`src/hw/rtl/ioset_pkg.sv`:
```
`timescale 1ns / 1ps
// ----------------------------------------------------------------------------
// ioset_pkg
// Shared types and constants for the insertion-ordered integer set core.
// ----------------------------------------------------------------------------
package ioset_pkg;

	// Default number of member slots.
	localparam int DEF_CAPACITY = 64;

	// Field widths of the request and response beats.
	localparam int VALUE_W = 32;
	localparam int OP_W    = 2;
	localparam int COUNT_W = 7;

	// Operation codes carried by a request beat.
	typedef enum logic [OP_W-1:0] {
		OP_ADD      = 2'd0,
		OP_REMOVE   = 2'd1,
		OP_CONTAINS = 2'd2,
		OP_CLEAR    = 2'd3
	} op_t;

	// Sequencer states: wait for a request, compare in all cells, apply update.
	typedef enum logic [1:0] {
		ST_IDLE,
		ST_CMP,
		ST_UPD
	} state_t;

	// Control broadcast from the sequencer to every cell.
	typedef struct packed {
		logic compare;
		logic add;
		logic remove;
	} cell_ctl_t;

endpackage

```
`src/hw/rtl/ioset_if.sv`:
```
`timescale 1ns / 1ps
// ----------------------------------------------------------------------------
// ioset_if
// Valid/ready channels for request and response beats of the set core.
// ----------------------------------------------------------------------------
interface ioset_req_if;
	logic                                valid;
	logic                                ready;
	logic [ioset_pkg::OP_W-1:0]          op;
	logic signed [ioset_pkg::VALUE_W-1:0] value;

	modport source (output valid, output op, output value, input ready);
	modport sink   (input valid, input op, input value, output ready);
endinterface

interface ioset_rsp_if;
	logic                            valid;
	logic                            ready;
	logic                            ok;
	logic                            full_refused;
	logic [ioset_pkg::COUNT_W-1:0]   count;
	logic                            empty_res;

	modport source (output valid, output ok, output full_refused, output count,
		output empty_res, input ready);
	modport sink   (input valid, input ok, input full_refused, input count,
		input empty_res, output ready);
endinterface

```
`src/hw/rtl/ioset_cell.sv`:
```
`timescale 1ns / 1ps
// ----------------------------------------------------------------------------
// ioset_cell
// One member slot: holds a value, compares it with the broadcast key and
// takes its upper neighbor's value when a removal closes the gap.
// ----------------------------------------------------------------------------
module ioset_cell #(
	parameter int CAPACITY = ioset_pkg::DEF_CAPACITY,
	parameter int IDX      = 0
) (
	input  logic                                clk,
	input  ioset_pkg::cell_ctl_t                ctl,
	input  logic [ioset_pkg::VALUE_W-1:0]       key,
	input  logic [$clog2(CAPACITY+1)-1:0]       count,
	input  logic [$clog2(CAPACITY)-1:0]         slot,
	input  logic [ioset_pkg::VALUE_W-1:0]       upper_data,
	output logic [ioset_pkg::VALUE_W-1:0]       data,
	output logic                                match
);

	localparam int CW = $clog2(CAPACITY + 1);
	localparam int IW = $clog2(CAPACITY);
	localparam logic [CW-1:0] IDX_C  = CW'(IDX);
	localparam logic [CW-1:0] IDX_P1 = CW'(IDX + 1);
	localparam logic [IW-1:0] IDX_I  = IW'(IDX);

	logic [ioset_pkg::VALUE_W-1:0] data_q;
	logic                          match_q;
	logic                          in_use;

	// The slot is occupied when it lies below the member count.
	assign in_use = (IDX_C < count);

	// Registered compare against the key.
	always_ff @(posedge clk) begin
		if (ctl.compare) begin
			match_q <= in_use && (data_q == key);
		end
	end

	// Append at the first free slot, or shift down above the removed slot.
	always_ff @(posedge clk) begin
		if (ctl.add && (IDX_C == count)) begin
			data_q <= key;
		end else if (ctl.remove && (IDX_I >= slot) && (IDX_P1 < count)) begin
			data_q <= upper_data;
		end
	end

	assign data  = data_q;
	assign match = match_q;

endmodule

```
`src/hw/rtl/insertion_ordered_int_set_core.sv`:
```
`timescale 1ns / 1ps
// ----------------------------------------------------------------------------
// insertion_ordered_int_set_core
// Set of distinct 32-bit integers kept in order of first membership.
// ----------------------------------------------------------------------------
// Usage:
// A request beat on req carries op (add, remove, contains, clear) and value.
// Each request yields exactly one response beat on rsp with ok, full_refused,
// the member count after the operation and an empty flag.
// Members sit in a row of CAPACITY cells, packed from slot 0 upward. Every
// cell compares its value with the key in the compare step and registers
// the result; the update step then locates the matching slot, appends a new
// member at the end or shifts the cells above a removed member down by one,
// and loads the response register. A new request is taken only once the
// sequencer is back in its idle state, after the accept, compare and update
// steps of the previous one.
// A finished response waits in its output register; the next request is
// accepted meanwhile and then holds in its update step until the response
// register frees up when the receiver stalls.
// Reset empties the set and drops any pending response; slot contents are
// not cleared, since only slots below the count are ever read.
// ----------------------------------------------------------------------------
module insertion_ordered_int_set_core #(
	parameter int CAPACITY = ioset_pkg::DEF_CAPACITY
) (
	input  logic        clk,
	input  logic        arst_n,
	ioset_req_if.sink   req,
	ioset_rsp_if.source rsp
);

	localparam int CW = $clog2(CAPACITY + 1);
	localparam int IW = $clog2(CAPACITY);
	localparam logic [CW-1:0] FULL_C = CW'(CAPACITY);

	ioset_pkg::state_t           state_q, state_nxt;
	ioset_pkg::op_t              op_q;
	logic [ioset_pkg::VALUE_W-1:0] key_q;
	logic [CW-1:0]               count_q, count_nxt;
	ioset_pkg::cell_ctl_t        ctl;
	logic                        compare_en, upd_en;

	logic [ioset_pkg::VALUE_W-1:0] cell_data  [CAPACITY];
	logic [ioset_pkg::VALUE_W-1:0] upper_data [CAPACITY];
	logic [CAPACITY-1:0]         match;
	logic                        found, full;
	logic [IW-1:0]               slot;
	logic                        ok_nxt, refused_nxt, do_add, do_remove;

	logic                        rsp_valid_q, ok_q, refused_q, empty_q;
	logic [ioset_pkg::COUNT_W-1:0] rsp_count_q;

	// Next-state logic of the sequencer.
	always_comb begin
		state_nxt = state_q;
		case (state_q)
			ioset_pkg::ST_IDLE: begin
				if (req.valid) state_nxt = ioset_pkg::ST_CMP;
			end
			ioset_pkg::ST_CMP: begin
				state_nxt = ioset_pkg::ST_UPD;
			end
			ioset_pkg::ST_UPD: begin
				if (!rsp_valid_q || rsp.ready) state_nxt = ioset_pkg::ST_IDLE;
			end
			default: begin
				state_nxt = ioset_pkg::ST_IDLE;
			end
		endcase
	end

	// Outputs of the sequencer.
	always_comb begin
		req.ready  = 1'b0;
		compare_en = 1'b0;
		upd_en     = 1'b0;
		case (state_q)
			ioset_pkg::ST_IDLE: req.ready  = 1'b1;
			ioset_pkg::ST_CMP:  compare_en = 1'b1;
			ioset_pkg::ST_UPD:  upd_en     = !rsp_valid_q || rsp.ready;
			default: begin
				req.ready = 1'b0;
			end
		endcase
	end

	always_ff @(posedge clk or negedge arst_n) begin
		if (!arst_n) begin
			state_q <= ioset_pkg::ST_IDLE;
		end else begin
			state_q <= state_nxt;
		end
	end

	// Capture the request beat.
	always_ff @(posedge clk) begin
		if (req.valid && req.ready) begin
			op_q  <= ioset_pkg::op_t'(req.op);
			key_q <= req.value;
		end
	end

	// Row of cells; each takes its upper neighbor's value on a removal.
	for (genvar i = 0; i < CAPACITY; i++) begin : g_cell
		if (i == CAPACITY - 1) begin : g_last
			assign upper_data[i] = cell_data[i];
		end else begin : g_mid
			assign upper_data[i] = cell_data[i+1];
		end
		ioset_cell #(
			.CAPACITY(CAPACITY),
			.IDX(i)
		) u_cell (
			.clk       (clk),
			.ctl       (ctl),
			.key       (key_q),
			.count     (count_q),
			.slot      (slot),
			.upper_data(upper_data[i]),
			.data      (cell_data[i]),
			.match     (match[i])
		);
	end

	// Locate the matching slot; values are distinct, so at most one cell hits.
	always_comb begin
		slot = '0;
		for (int i = 0; i < CAPACITY; i++) begin
			slot = slot | (match[i] ? IW'(i) : '0);
		end
	end
	assign found = |match;
	assign full  = (count_q == FULL_C);

	// Outcome of the operation and the new member count.
	always_comb begin
		ok_nxt      = 1'b0;
		refused_nxt = 1'b0;
		do_add      = 1'b0;
		do_remove   = 1'b0;
		count_nxt   = count_q;
		case (op_q)
			ioset_pkg::OP_ADD: begin
				do_add      = !found && !full;
				refused_nxt = !found && full;
				ok_nxt      = do_add;
				if (do_add) count_nxt = count_q + CW'(1);
			end
			ioset_pkg::OP_REMOVE: begin
				do_remove = found;
				ok_nxt    = found;
				if (found) count_nxt = count_q - CW'(1);
			end
			ioset_pkg::OP_CONTAINS: begin
				ok_nxt = found;
			end
			default: begin
				ok_nxt    = 1'b1;
				count_nxt = '0;
			end
		endcase
	end

	assign ctl.compare = compare_en;
	assign ctl.add     = upd_en && do_add;
	assign ctl.remove  = upd_en && do_remove;

	// Member count.
	always_ff @(posedge clk or negedge arst_n) begin
		if (!arst_n) begin
			count_q <= '0;
		end else if (upd_en) begin
			count_q <= count_nxt;
		end
	end

	// Response register.
	always_ff @(posedge clk or negedge arst_n) begin
		if (!arst_n) begin
			rsp_valid_q <= 1'b0;
		end else if (upd_en) begin
			rsp_valid_q <= 1'b1;
		end else if (rsp.ready) begin
			rsp_valid_q <= 1'b0;
		end
	end

	always_ff @(posedge clk) begin
		if (upd_en) begin
			ok_q        <= ok_nxt;
			refused_q   <= refused_nxt;
			rsp_count_q <= ioset_pkg::COUNT_W'(count_nxt);
			empty_q     <= (count_nxt == '0);
		end
	end

	assign rsp.valid        = rsp_valid_q;
	assign rsp.ok           = ok_q;
	assign rsp.full_refused = refused_q;
	assign rsp.count        = rsp_count_q;
	assign rsp.empty_res    = empty_q;

endmodule

```
`src/flat_wrapper.sv`:
```
// flat-port wrapper written by rule: the top's interface ports become plain ports
module insertion_ordered_int_set_core_flat 
#(
	parameter int CAPACITY = ioset_pkg::DEF_CAPACITY
)
  (clk, arst_n, req_valid, req_op, req_value, req_ready, rsp_valid, rsp_ok, rsp_full_refused, rsp_count, rsp_empty_res, rsp_ready);
  ioset_req_if req_i ();
  ioset_rsp_if rsp_i ();
  input  logic clk;
  input  logic arst_n;
  input wire logic [$bits(req_i.valid)-1:0] req_valid;
  input wire logic [$bits(req_i.op)-1:0] req_op;
  input wire logic [$bits(req_i.value)-1:0] req_value;
  output wire logic [$bits(req_i.ready)-1:0] req_ready;
  output wire logic [$bits(rsp_i.valid)-1:0] rsp_valid;
  output wire logic [$bits(rsp_i.ok)-1:0] rsp_ok;
  output wire logic [$bits(rsp_i.full_refused)-1:0] rsp_full_refused;
  output wire logic [$bits(rsp_i.count)-1:0] rsp_count;
  output wire logic [$bits(rsp_i.empty_res)-1:0] rsp_empty_res;
  input wire logic [$bits(rsp_i.ready)-1:0] rsp_ready;
  assign req_i.valid = req_valid;
  assign req_i.op = req_op;
  assign req_i.value = req_value;
  assign req_ready = req_i.ready;
  assign rsp_valid = rsp_i.valid;
  assign rsp_ok = rsp_i.ok;
  assign rsp_full_refused = rsp_i.full_refused;
  assign rsp_count = rsp_i.count;
  assign rsp_empty_res = rsp_i.empty_res;
  assign rsp_i.ready = rsp_ready;
  insertion_ordered_int_set_core #(.CAPACITY(CAPACITY)) u_core (.clk(clk), .arst_n(arst_n), .req(req_i), .rsp(rsp_i));
endmodule
```
`config.mk`:
```
export PLATFORM = sky130hd
export DESIGN_NAME = insertion_ordered_int_set_core_flat
export DESIGN_NICKNAME = d
export VERILOG_FILES = /design/src/hw/rtl/ioset_pkg.sv /design/src/hw/rtl/ioset_if.sv /design/src/hw/rtl/ioset_cell.sv /design/src/hw/rtl/insertion_ordered_int_set_core.sv /design/src/flat_wrapper.sv
export SDC_FILE = /design/constraint.sdc
export NUM_CORES = 2
export LEC_CHECK = 0
export ABC_CLOCK_PERIOD_IN_PS = 17400
export CORE_MARGIN = 2
export CORE_UTILIZATION = 45
export DETAILED_ROUTE_END_ITERATION = 6
export DONT_BUFFER_PORTS = 1
export PLACE_DENSITY_LB_ADDON = 0.15
export SYNTH_ARGS = -nofsm -noshare
export SYNTH_HDL_FRONTEND = slang
export SYNTH_SLANG_ARGS = --single-unit
```
`constraint.sdc`:
```
create_clock -name clk -period 17.4 [get_ports clk]
set_clock_uncertainty 0.1 [all_clocks]
set_input_delay 0.87 -clock clk [delete_from_list [all_inputs] [get_ports clk]]
set_output_delay 0.87 -clock clk [all_outputs]
set_load 0.05 [all_outputs]
```
==> results.toml <==
[critical_path]
crit_slowest_cell = "nand4_2"
critPathBufInv = 2
cp_data_arrival_time_ps = 6380
startpoint = "u_core.g_cell[31].u_cell.match$_DFFE_PN_"
start_kind = "flop"
worstSetupEndpointType = "flop"
worst_ep_required_time_ps = 17960
cp_slowest_stage_delay_ps = 870
crit_fanout = 32
crit_chain = "nor4_1 > nand2_1 > nor4_4 > nand2_2 > nor2_4 > buf_4 > nand4_2 > nor4_4 > buf_4 > mux2_2"
worstSetupPathType = "flop to flop"
r2r-start = "u_core.g_cell[31].u_cell.match$_DFFE_PN_"
crit_family = "simple AND/OR/NAND/NOR gates"

[power_and_ir_drop]
combinationalPowerShare = 0.151
netSwitchingPower_mw = 3.65
ir_drop_v = 0.000108
p_int_mw = 8.89
total_power_mw = 12.5
p_seq_frac = 0.462
clock_power_share = 0.387
p_leak_nw = 38.3
switching_share = 0.291
p_per_area_nw_per_um2 = 97.8

[floorplan]
die_w_um = 512
pin_count = 50
initial_utilization = 0.452
rows = 186
core-area_um2 = 257000
dieHeight_um = 512
die_area_um2 = 262000

[synthesis]
yosysMostFrequentCell = "edfxtp_1"
synthXorXnorAreaFrac = 0.155
synthAdderAreaFrac = 0.00108
synth_top_family_by_area = "multiplexers"
ys.flop_type = "edfxtp_1"
synth_cell_type_count = 67
synthArstFlopShare = 0.00462
netlist_top_cells_count = "edfxtp_1, mux2_2, xor2_1"
synth_area_um2 = 116000
synth.area.top_cells = "edfxtp_1, mux2_2, xor2_1"
synthSimpleGateAreaFrac = 0.0523
synth_top_area_share = 0.558
ys_seq_elements = 2166
synth_cells = 8151
synth_compound_area_frac = 0.00974
synth_edf_count = 2156
synthMuxAreaShare = 0.197
postSynthAreaPerCell_um2 = 14.2
synthesis.nets = 8199
ys.warnings.count = 0
seq_area_frac_synth = 0.560
yosys.area.top_type = "edfxtp_1"

[grt]
top_usage_layer = "met2"
grt_use_met2 = 0.429
track_usage = 0.262
use_met3 = 0.0452
grt_max_degree = 92
grt_pass1_wl_um = 506000
grt_pass1_vias = 69000
met1_usage = 0.352
grt_overflow_total = 0
grt_antenna_before_repair = 11

[hold_path]
hp-start = "rsp_ready"
hp-class = "input pin to flop"

[clock_network]
path_clk_slew_ps = 60
clock-sinks = 2166
htree_levels = 4
cts_resized = 0
cts_buffer_depth = 3
clockRootBuffer = "clkbuf_16"
cts_buffers = 234
cts_tree = "done"
clk_latency_ps = 920
post_cts_buffers = 0

[timing]
setup_violations = 0
tns_ps = 0
hold_viol_final = 0
maxSlewViolCount = 0
finalCriticalPeriod_ps = 5820
min_period_over_period = 0.335
slew_headroom = 0.0895
rsz0062_at_grt = "false"
tightest_slew_ps = 1370
fmax_mhz = 172

[detailed_routing]
wire_per_inst_um = 30.2
firstDrtPassIters = 6
via_per_inst = 5.86
vias = 67900
drtAntennaViolNets = 0
wl_um = 350000
drtIter0Drc = 6415
drc = 0

[placement]
routabilityCongestion = 0.933
place_area_um2 = 121000
numPortBuffers = 0
dp_hpwl_um = 241000

[run_status]
status = "completed"

[final_layout]
drive_above_1_share = 0.330
final_cell_area_um2 = 128000
syn_to_final_growth_pct = 10.5
final_core_utilization = 0.500
multi_input_area_um2 = 49000
nFillCells = 21800
ff_latch_area_um2 = 65000
fin_nets = 8057

[job]
maxCapViolations = 0
cell families after synthesis:
kind of cell             Yosys count
AO/OA/AOI/OAI                    173
AND/OR/NAND/NOR                 1029
adder cells (fa/ha/maj)           10
buffers and inverters            702
XOR/XNOR                        2050
multiplexers                    2021
flip-flops                      2166
state kept, by name (all words and copies together), names as in the netlist:
name / flops
u_core.g_cell.u_cell.data: 2048
u_core.g_cell.u_cell.match: 64
u_core.key_q: 32
u_core.count_q: 7
u_core.rsp.count: 7
u_core.op_q: 2
u_core.state_q: 2
u_core.rsp.empty_res: 1
u_core.rsp.full_refused: 1
u_core.rsp.ok: 1
u_core.rsp.valid: 1
final cells by class:
cell class / instances / share of cell area
flip-flops and latches: 2166 / 0.507
multi-input cells: 5283 / 0.382
clock buffers: 302 / 0.0480
well taps: 3384 / 0.0330
repair buffers: 314 / 0.0210
clock inverters: 131 / 0.00894
inverters: 10 / 0.000293
diodes: 3 / 0.0000585
power by group through the flow:
stage                     Combinational, mW  Clock [mW]  Sequential [mW]
final                                  1.89        4.85             5.80
after global routing                   1.96        5.11             5.80
after CTS                              1.88        4.92             5.80
after detailed placement               1.86           0             5.91
after global placement                 1.85           0             5.90
after floorplan                        1.03           0             5.87
worst paths after layout:
| path | to | slack, ps | cells past startpoint |
|---|---|---|---|
| max | u_core.g_cell[5].u_cell.data[22]$_DFFE_PP_ | 11580 | 10 |
| min | u_core.rsp.valid$_DFFE_PN0P_ | 80 | 2 |
| max reg2reg | u_core.g_cell[5].u_cell.data[22]$_DFFE_PP_ | 11580 | 10 |
| min reg2reg | u_core.g_cell[15].u_cell.data[14]$_DFFE_PP_ | 470 | 1 |
| max in group asynchronous | u_core.count_q[3]$_DFFE_PN0P_ | 16260 | 1 |
| min in group asynchronous | u_core.rsp.valid$_DFFE_PN0P_ | 410 | 1 |
cells in the final DEF (no fill, tap or decap), types with 14 or more instances in the layout:
cell	n
nor4_1	466
o32ai_4	14
nand4_1	202
xnor2_1	438
nor2_1	60
mux2_4	20
clkbuf_16	236
nor2_2	29
nor3_1	50
buf_4	257
clkinv_2	40
nor2_4	15
edfxtp_1	2156
o21ai_0	30
dlygate4sd3_1	36
mux2_2	1963
a21oi_1	33
nand2_1	71
mux2_1	38
nand3_1	45
xor2_1	1612
bufinv_16	14
buf_12	20
clkbuf_1	66
clkinv_1	60
layer usage:
metal / wire, µm / vias up / share of wire
met5: 35 / - / 0.00010
met4: 12700 / 8 / 0.036
met3: 21800 / 607 / 0.062
met2: 167000 / 2279 / 0.48
met1: 149000 / 35000 / 0.43
li1: - / 30000 / -
per-stage QoR:
stage          hold slack (ps)  worst slack [ps]  std cells
3_3_place_gp               471             11730      11100
3_5_place_dp               470             11900      11100
4_1_cts                   10.4             11920      11600
2_1_floorplan              324             11040       8151
6_report                  82.6             11580      11600
5_1_grt                   58.8             11640      11600
repair_timing:
action	4_1_cts	5_1_grt
endpoints found under the hold margin	45	0
setup endpoints to repair	0	0
hold buffers	36	0
No activity file was read; power rests on OpenSTA's default activity.
